### config.mk
export PLATFORM = sky130hd
export DESIGN_NAME = a2d_term
export DESIGN_NICKNAME = d
export VERILOG_FILES = /design/src/sv/a2d_pkg.sv /design/src/sv/a2d_term.sv
export SDC_FILE = /design/constraint.sdc
export NUM_CORES = 2
export LEC_CHECK = 0
export CORE_MARGIN = 1
export CORE_UTILIZATION = 65
export CTS_CLUSTER_DIAMETER = 200
export DETAILED_ROUTE_END_ITERATION = 6
export DONT_BUFFER_PORTS = 1
export HOLD_SLACK_MARGIN = 0.15
export PLACE_DENSITY_LB_ADDON = 0.15
export SETUP_SLACK_MARGIN = 0.1
export SYNTH_ARGS = -nofsm -noshare
export SYNTH_HDL_FRONTEND = slang
export SYNTH_SLANG_ARGS = --single-unit
### constraint.sdc
create_clock -name i_clk -period 9.1 [get_ports i_clk]
set_input_delay 0.91 -clock i_clk [delete_from_list [all_inputs] [get_ports i_clk]]
set_output_delay 0.91 -clock i_clk [all_outputs]
set_load 0.005 [all_outputs]
### src/sv/a2d_pkg.sv
package a2d_pkg;

    // Input width used for the coordinates and fraction bits of the ratio
    localparam int IN_WIDTH  = 32;
    localparam int FRAC_BITS = 16;

    // Fixed port widths
    localparam int COORD_W = 32;
    localparam int ANG_W   = 12;

    // Ratio t, unsigned magnitude in Q1.FRAC_BITS
    localparam int T_W = FRAC_BITS + 1;

    // Approximation constants
    localparam int K_SCALE_W = 10;
    localparam int K_Q028_W  = 15;
    localparam logic [K_SCALE_W-1:0] K_SCALE = K_SCALE_W'(573);
    localparam logic [K_Q028_W-1:0]  K_Q028  = K_Q028_W'(18350);
    localparam int K_Q028_SHIFT = 16;
    localparam int K_QUARTER    = 900;
    localparam int K_HALF       = 1800;

    // Term unit widths
    localparam int SQ_W   = 2 * FRAC_BITS + 1;
    localparam int PROD_W = K_Q028_W + SQ_W;
    localparam int DEN_W  = 2 * FRAC_BITS + 1;
    localparam int Q_W    = 10;
    localparam int NUM_W  = K_SCALE_W + T_W + FRAC_BITS;

    // Pipeline depths
    localparam int DIV1_LAT = T_W;
    localparam int TERM_LAT = 2 + Q_W;
    localparam int FLG_LAT  = DIV1_LAT + TERM_LAT;
    localparam int TOT_LAT  = 2 + FLG_LAT;

    // Per-item quadrant information carried alongside the datapath
    typedef struct packed {
        logic zero;
        logic swap;
        logic yn;
        logic xn;
    } t_flags;

endpackage

### src/sv/a2d_term.sv
// Term magnitude 573*t/(1+0.28*t^2): two multiply stages, then a
// restoring divider with one quotient bit per stage.
module a2d_term
    import a2d_pkg::*;
(
    input  logic           i_clk,
    input  logic           i_rst_n,
    input  logic           i_valid,
    input  logic [T_W-1:0] i_tm,
    output logic           o_valid,
    output logic [Q_W-1:0] o_q,
    output logic           o_inexact
);

    // Multiply stage a: square of t
    logic           r_va;
    logic [T_W-1:0] r_tm_a;
    logic [SQ_W-1:0] r_sq;

    // Multiply stage b: divider operands
    logic             r_vb;
    logic [DEN_W-1:0] r_den_b;
    logic [NUM_W-1:0] r_num_b;

    // Divider stages
    logic [Q_W-1:0]   r_vd;
    logic [NUM_W-1:0] r_rem [Q_W];
    logic [DEN_W-1:0] r_dd  [Q_W];
    logic [Q_W-1:0]   r_q   [Q_W];
    logic [NUM_W-1:0] n_rem [Q_W];
    logic [Q_W-1:0]   n_q   [Q_W];

    logic [PROD_W-1:0] w_prod;

    assign w_prod = (PROD_W'(K_Q028) * PROD_W'(r_sq)) >> K_Q028_SHIFT;

    always_ff @(posedge i_clk) begin
        r_tm_a  <= i_tm;
        r_sq    <= SQ_W'(i_tm * i_tm);
        r_den_b <= DEN_W'({1'b1, {(2 * FRAC_BITS){1'b0}}}) + DEN_W'(w_prod);
        r_num_b <= NUM_W'(NUM_W'(K_SCALE) * NUM_W'(r_tm_a)) << FRAC_BITS;
    end

    // One compare-subtract per stage, bit Q_W-1-j at stage j
    always_comb begin
        logic [NUM_W-1:0] rin;
        logic [NUM_W-1:0] sd;
        logic [Q_W-1:0]   qin;
        logic             ge;
        for (int j = 0; j < Q_W; j++) begin
            rin = (j == 0) ? r_num_b : r_rem[j-1];
            qin = (j == 0) ? '0 : r_q[j-1];
            sd  = NUM_W'((j == 0) ? r_den_b : r_dd[j-1]) << (Q_W - 1 - j);
            ge  = (rin >= sd);
            n_rem[j] = ge ? (rin - sd) : rin;
            n_q[j]   = {qin[Q_W-2:0], ge};
        end
    end

    always_ff @(posedge i_clk) begin
        for (int j = 0; j < Q_W; j++) begin
            r_rem[j] <= n_rem[j];
            r_q[j]   <= n_q[j];
            r_dd[j]  <= (j == 0) ? r_den_b : r_dd[j-1];
        end
    end

    // Valid bits
    always_ff @(posedge i_clk) begin
        if (!i_rst_n) begin
            r_va <= 1'b0;
            r_vb <= 1'b0;
            r_vd <= '0;
        end else begin
            r_va <= i_valid;
            r_vb <= r_va;
            r_vd <= {r_vd[Q_W-2:0], r_vb};
        end
    end

    assign o_valid   = r_vd[Q_W-1];
    assign o_q       = r_q[Q_W-1];
    assign o_inexact = (r_rem[Q_W-1] != '0);

    // Term never exceeds 573/1.28
    a_q_range: assert property (@(posedge i_clk) disable iff (!i_rst_n)
        o_valid |-> (o_q <= Q_W'(448)))
        else $error("term magnitude out of range");

endmodule

After elaboration in Yosys (flattened, before gate mapping)
Memories as Yosys holds them, arrays and structs flattened.
Cells that the tools add are included.
- bits in registers: 122
- bits in writable memories: 860
- input bits: 20
- output and inout port bits: 12
- word-level logic and storage cells: 45
- memories kept: 3
- memories (name ; depth ; bits a word ; rd ports ; clocked after Yosys merged registers in ; wr ports ; RTL line ; RTL):
    r_rem ; 10 ; 43 ; 10 ; 0 ; 10 ; a2d_term.sv:27 ; logic [NUM_W-1:0] r_rem [Q_W];
    r_dd ; 10 ; 33 ; 9 ; 0 ; 10 ; a2d_term.sv:28 ; logic [DEN_W-1:0] r_dd [Q_W];
    r_q ; 10 ; 10 ; 10 ; 0 ; 10 ; a2d_term.sv:29 ; logic [Q_W-1:0] r_q [Q_W];
- add/subtract/negate cells: 11
- multipliers: 3
- magnitude comparators: 10
- mux-type cells: 10
- reductions and logical operators: 1
- operators with widths (cell ; count):
    two-way mux 43 bit ; 10
    multiplier 14 x 33 -> 47 bit (first input constant) ; 1
    greater-or-equal comparator 43 x 33 -> 1 bit ; 1
    greater-or-equal comparator 43 x 34 -> 1 bit ; 1
    greater-or-equal comparator 43 x 35 -> 1 bit ; 1
    greater-or-equal comparator 43 x 36 -> 1 bit ; 1
    greater-or-equal comparator 43 x 37 -> 1 bit ; 1
    greater-or-equal comparator 43 x 38 -> 1 bit ; 1
    greater-or-equal comparator 43 x 39 -> 1 bit ; 1
    greater-or-equal comparator 43 x 40 -> 1 bit ; 1
    greater-or-equal comparator 43 x 41 -> 1 bit ; 1
    greater-or-equal comparator 43 x 42 -> 1 bit ; 1
    nonzero test 43 bit ; 1
    subtractor 43 x 33 -> 43 bit ; 1
    subtractor 43 x 34 -> 43 bit ; 1
    subtractor 43 x 35 -> 43 bit ; 1
    subtractor 43 x 36 -> 43 bit ; 1
    subtractor 43 x 37 -> 43 bit ; 1
    subtractor 43 x 38 -> 43 bit ; 1
    subtractor 43 x 39 -> 43 bit ; 1
    subtractor 43 x 40 -> 43 bit ; 1
    subtractor 43 x 41 -> 43 bit ; 1
    subtractor 43 x 42 -> 43 bit ; 1
    adder 33 x 32 -> 33 bit (first input constant) ; 1
    other kinds (2) ; 2

Longest topological paths before layout
An unclocked memory read counts as a cell.
- word-level depth: 3
- mapped depth: 26
- depth with buffers taken out: 26

Worst setup path before layout
No wires, ideal clock.
- kind: input -> register
- start point: input i_tm[14]
- end point: register r_sq[32]
- setup time: 72 ps
- arrival: 6700 ps
- path slack: 2328 ps
- cell stages on the path: 24
- path through: clkbuf_1 clkbuf_1 nand2_1 inv_1 fa_1 fa_1 fa_1 fa_1 fa_1 inv_1 fa_1 inv_1 ha_1 a21o_1 a21o_1 a21o_1 a21oi_1 o21ai_0 nor4_1 nor2_1 a31oi_1 o21ai_0 a21oi_1 xnor2_1
- longest elaborated chain between the ends: 1
- RTL lines (item ; RTL line ; RTL):
    from (decl) ; a2d_term.sv:9 ; input logic [T_W-1:0] i_tm,
    multiplier 17 x 17 -> 33 bit ; a2d_term.sv:39 ; r_sq <= SQ_W'(i_tm * i_tm);
    to (signal assigned) ; a2d_term.sv:39 ;
    to (decl) ; a2d_term.sv:18 ; logic [SQ_W-1:0] r_sq;
Every way passes these cells.
A chain may end at the register's enable or synchronous reset.

Final worst setup path
- start point: register r_sq[14]
- end point: register r_den_b[29]
- longest elaborated chain between the ends: 2
- RTL lines (item ; RTL line ; RTL):
    multiplier 14 x 33 -> 47 bit ; a2d_term.sv:35 ; assign w_prod = (PROD_W'(K_Q028) * PROD_W'(r_sq)) >> K_Q028_SHIFT;
    via w_prod[29] ; a2d_term.sv:33 ; logic [PROD_W-1:0] w_prod;
    adder 33 x 32 -> 33 bit ; a2d_term.sv:40 ; r_den_b <= DEN_W'({1'b1, {(2 * FRAC_BITS){1'b0}}}) + DEN_W'(w_prod);
    to (signal assigned) ; a2d_term.sv:40 ;
    to (decl) ; a2d_term.sv:22 ; logic [DEN_W-1:0] r_den_b;
The timed path passes the listed nets, and every way through them passes these cells.

==> reports/metrics.cfg <==
[yosys]
yosys_most_used_dff=dfxtp_1
ys_seq_area_share_pct=28.9
async_flop_share_pct=0
syn_area_um2=58700
syn_area_per_cell_um2=9.06
synthCells=6474
ys_seq_elements=847
synth_cell_types=93
synth-edff-count=0
yosysWarningCount=0

[clock_network]
clkTransAtPathRegs_ps=60
htree_levels=3
cts_resized=0
cts_tree=yes
postCtsHoldBufs=0
post_cts_buffers=0
cts_buffers=91
ctsRootBufferMaster=clkbuf_16
insertion_delay_ps=670
cts_sinks=847
clk_path_buf_depth=3

[grt]
antenna_found_initial=0
grt_pass1_vias=43900
grt_overflow_total=0
grt_max_degree=67
track_usage_pct=27.8
grt_first_pass_wirelength_um=206000

[drt]
wire_per_inst_um=16.2
dr.pass1.iters=6
vias=42300
drtIter0Drc=2174
wirelength_um=125000
drc_errors=0
ant_nets=0
viasPerCell=5.51

[critical_path]
worst_path_max_delay_cell=a311oi_1
path_cells=ha_1, inv_1, fa_1, inv_1, fa_1, fa_1, fa_1, inv_1, fa_1, inv_1, ha_1, a21oi_1, nand2_1, a211oi_1, o211ai_1, a311oi_1, o21ai_0, a21oi_1, o21bai_1, a211oi_1, nor2_1
setup.worst_path.end_class=flip-flop
cp.arrival_ps=7610
crit_top_cell=fa_1
cp.required_ps=9650
path_class=flip-flop to flip-flop
slowest_delay_ps=610
start_kind=flip-flop
path_max_fanout=7

[final_layout]
num_antenna_cells=0
final_cell_mix=inv_1, dfxtp_1, ha_1, nand2_1, fa_1
final_nets=7592
layout_commonest_cell=inv_1
drive_gt1_share_pct=4.01
area_growth_pct=6.89

[timing]
final_max_slew_viol_count=0
post-route-period-util_pct=77.7
timing.hold.ws_ps=270
period_needed_ps=7070
tns_ps=0
fmaxAchievable_ghz=0.141
fin_worst_skew_ps=22.7
worst_pin_slew_ps=1360
slew_headroom_pct=8.82
hold_viol_final=0
final-setup-viol-count=0
rsz0062_at_grt=no

[floorplan]
fp.dieH_um=302
ios=32
rows=109
die-area_um2=91500
core-area_um2=88900
die_w_um=302
start_util_pct=66.0

[run_status]
run_status=finished, final reports clean

[place]
gp_congestion=0.952
port_buffers=0
dp_hpwl_um=101000

[worst_hold_path]
hold_class=primary input to flip-flop

[run]
drv_cap=0

## synth_stat cells, types with 21 or more instances
library cell     n  share of area, %
o21ai_0        390               3.3
a21oi_1        434               3.7
a21o_1         206               2.6
xnor2_1        239               3.6
xor2_1         186               2.8
inv_1         1153               7.4
nor2_1         309               2.0
and3_1          31              0.33
o21bai_1        53              0.68
clkbuf_1       105              0.67
o31ai_1         29              0.37
nand3_1         76              0.65
nand2b_1        63              0.67
o21a_1          43              0.55
o211ai_1        21              0.27
fa_1           458                16
a211oi_1        36              0.46
nand2_1        475               3.0
dfxtp_1        847                29
ha_1           673                14
mux2_2          36              0.69
nor2b_1         50              0.53
nor3_1          64              0.55
nand4_1         73              0.78
a31oi_1         41              0.44
nor4_1          31              0.33
and2_1          81              0.86
## state kept, by name (all words and copies together), names as in the netlist
name     cells
r_rem      385
r_dd       288
r_q         55
r_den_b     32
r_sq        32
r_num_b     27
r_tm_a      16
r_vd        10
r_va         1
r_vb         1
## through the flow
stage / util [%] / setup WS, ps / cells / instance area [µm²]
2_1_floorplan: - / 2330 / 6478 / 58700
3_3_place_gp: 67.1 / 2100 / 7513 / 59700
3_5_place_dp: 67.1 / 1980 / 7513 / 59700
4_1_cts: 70.5 / 2110 / 7677 / 62700
5_1_grt: 70.5 / 1720 / 7677 / 62700
6_report: 70.5 / 2030 / 7677 / 62700
## area by class of cell
class                      count  area, µm²
timing repair buffer          11       82.6
tap                         1165       1460
sequential                   847      17000
inverter                    1153       4330
clock inverter                33        373
multi-input combinational   4337      36800
clock buffer                 131       2660
fill                        6791      26200
## critical path, delay by kind of cell, from the launching register on
kind                       cells  cell delay [ps]
DFF                            1              590
adders and majority gates      7             3030
AOI/OAI and AO/OA              8             2840
and+or+nand+nor                2              200
buffers and inverters          4              270
## logic make-up (layout without fill, tap and decap cells)
logic type	count (synthesis)	after routing	share of synthesized area (%)
compound gates	1401	1401	14.7
flops	847	847	28.9
xor+xnor	425	425	6.35
simple gates	1329	1329	10.8
other cells	1	5	0.00639
fa+ha+maj	1131	1131	30.0
buf+inv	1294	1328	8.41
mux	46	46	0.870
## metal layers
metal  vias to the layer above  track usage, %  wire, µm  part of all wire [%]
met1                     19900            28.7     47800                    38
met2                       862            53.8     65800                    53
met5                         -               0         0                     0
li1                      21200               -         -                     -
met3                       347            3.35      4080                   3.3
met4                         0            15.7      7050                   5.7
## path summary, 6_finish.rpt
path	slack, ps	cells past startpoint	to	startpoint
worst max-delay path	2030	21	r_den_b[29]	r_sq[14]
worst min-delay path	270	0	r_tm_a[12]	i_tm[12]
worst max register to register	2030	21	r_den_b[29]	r_sq[14]
worst min register to register	320	0	r_q[6][5]	r_q[5][4]
Power is not shown: default switching activity piles up to over one toggle a cycle in this logic, so the estimate is an artifact.
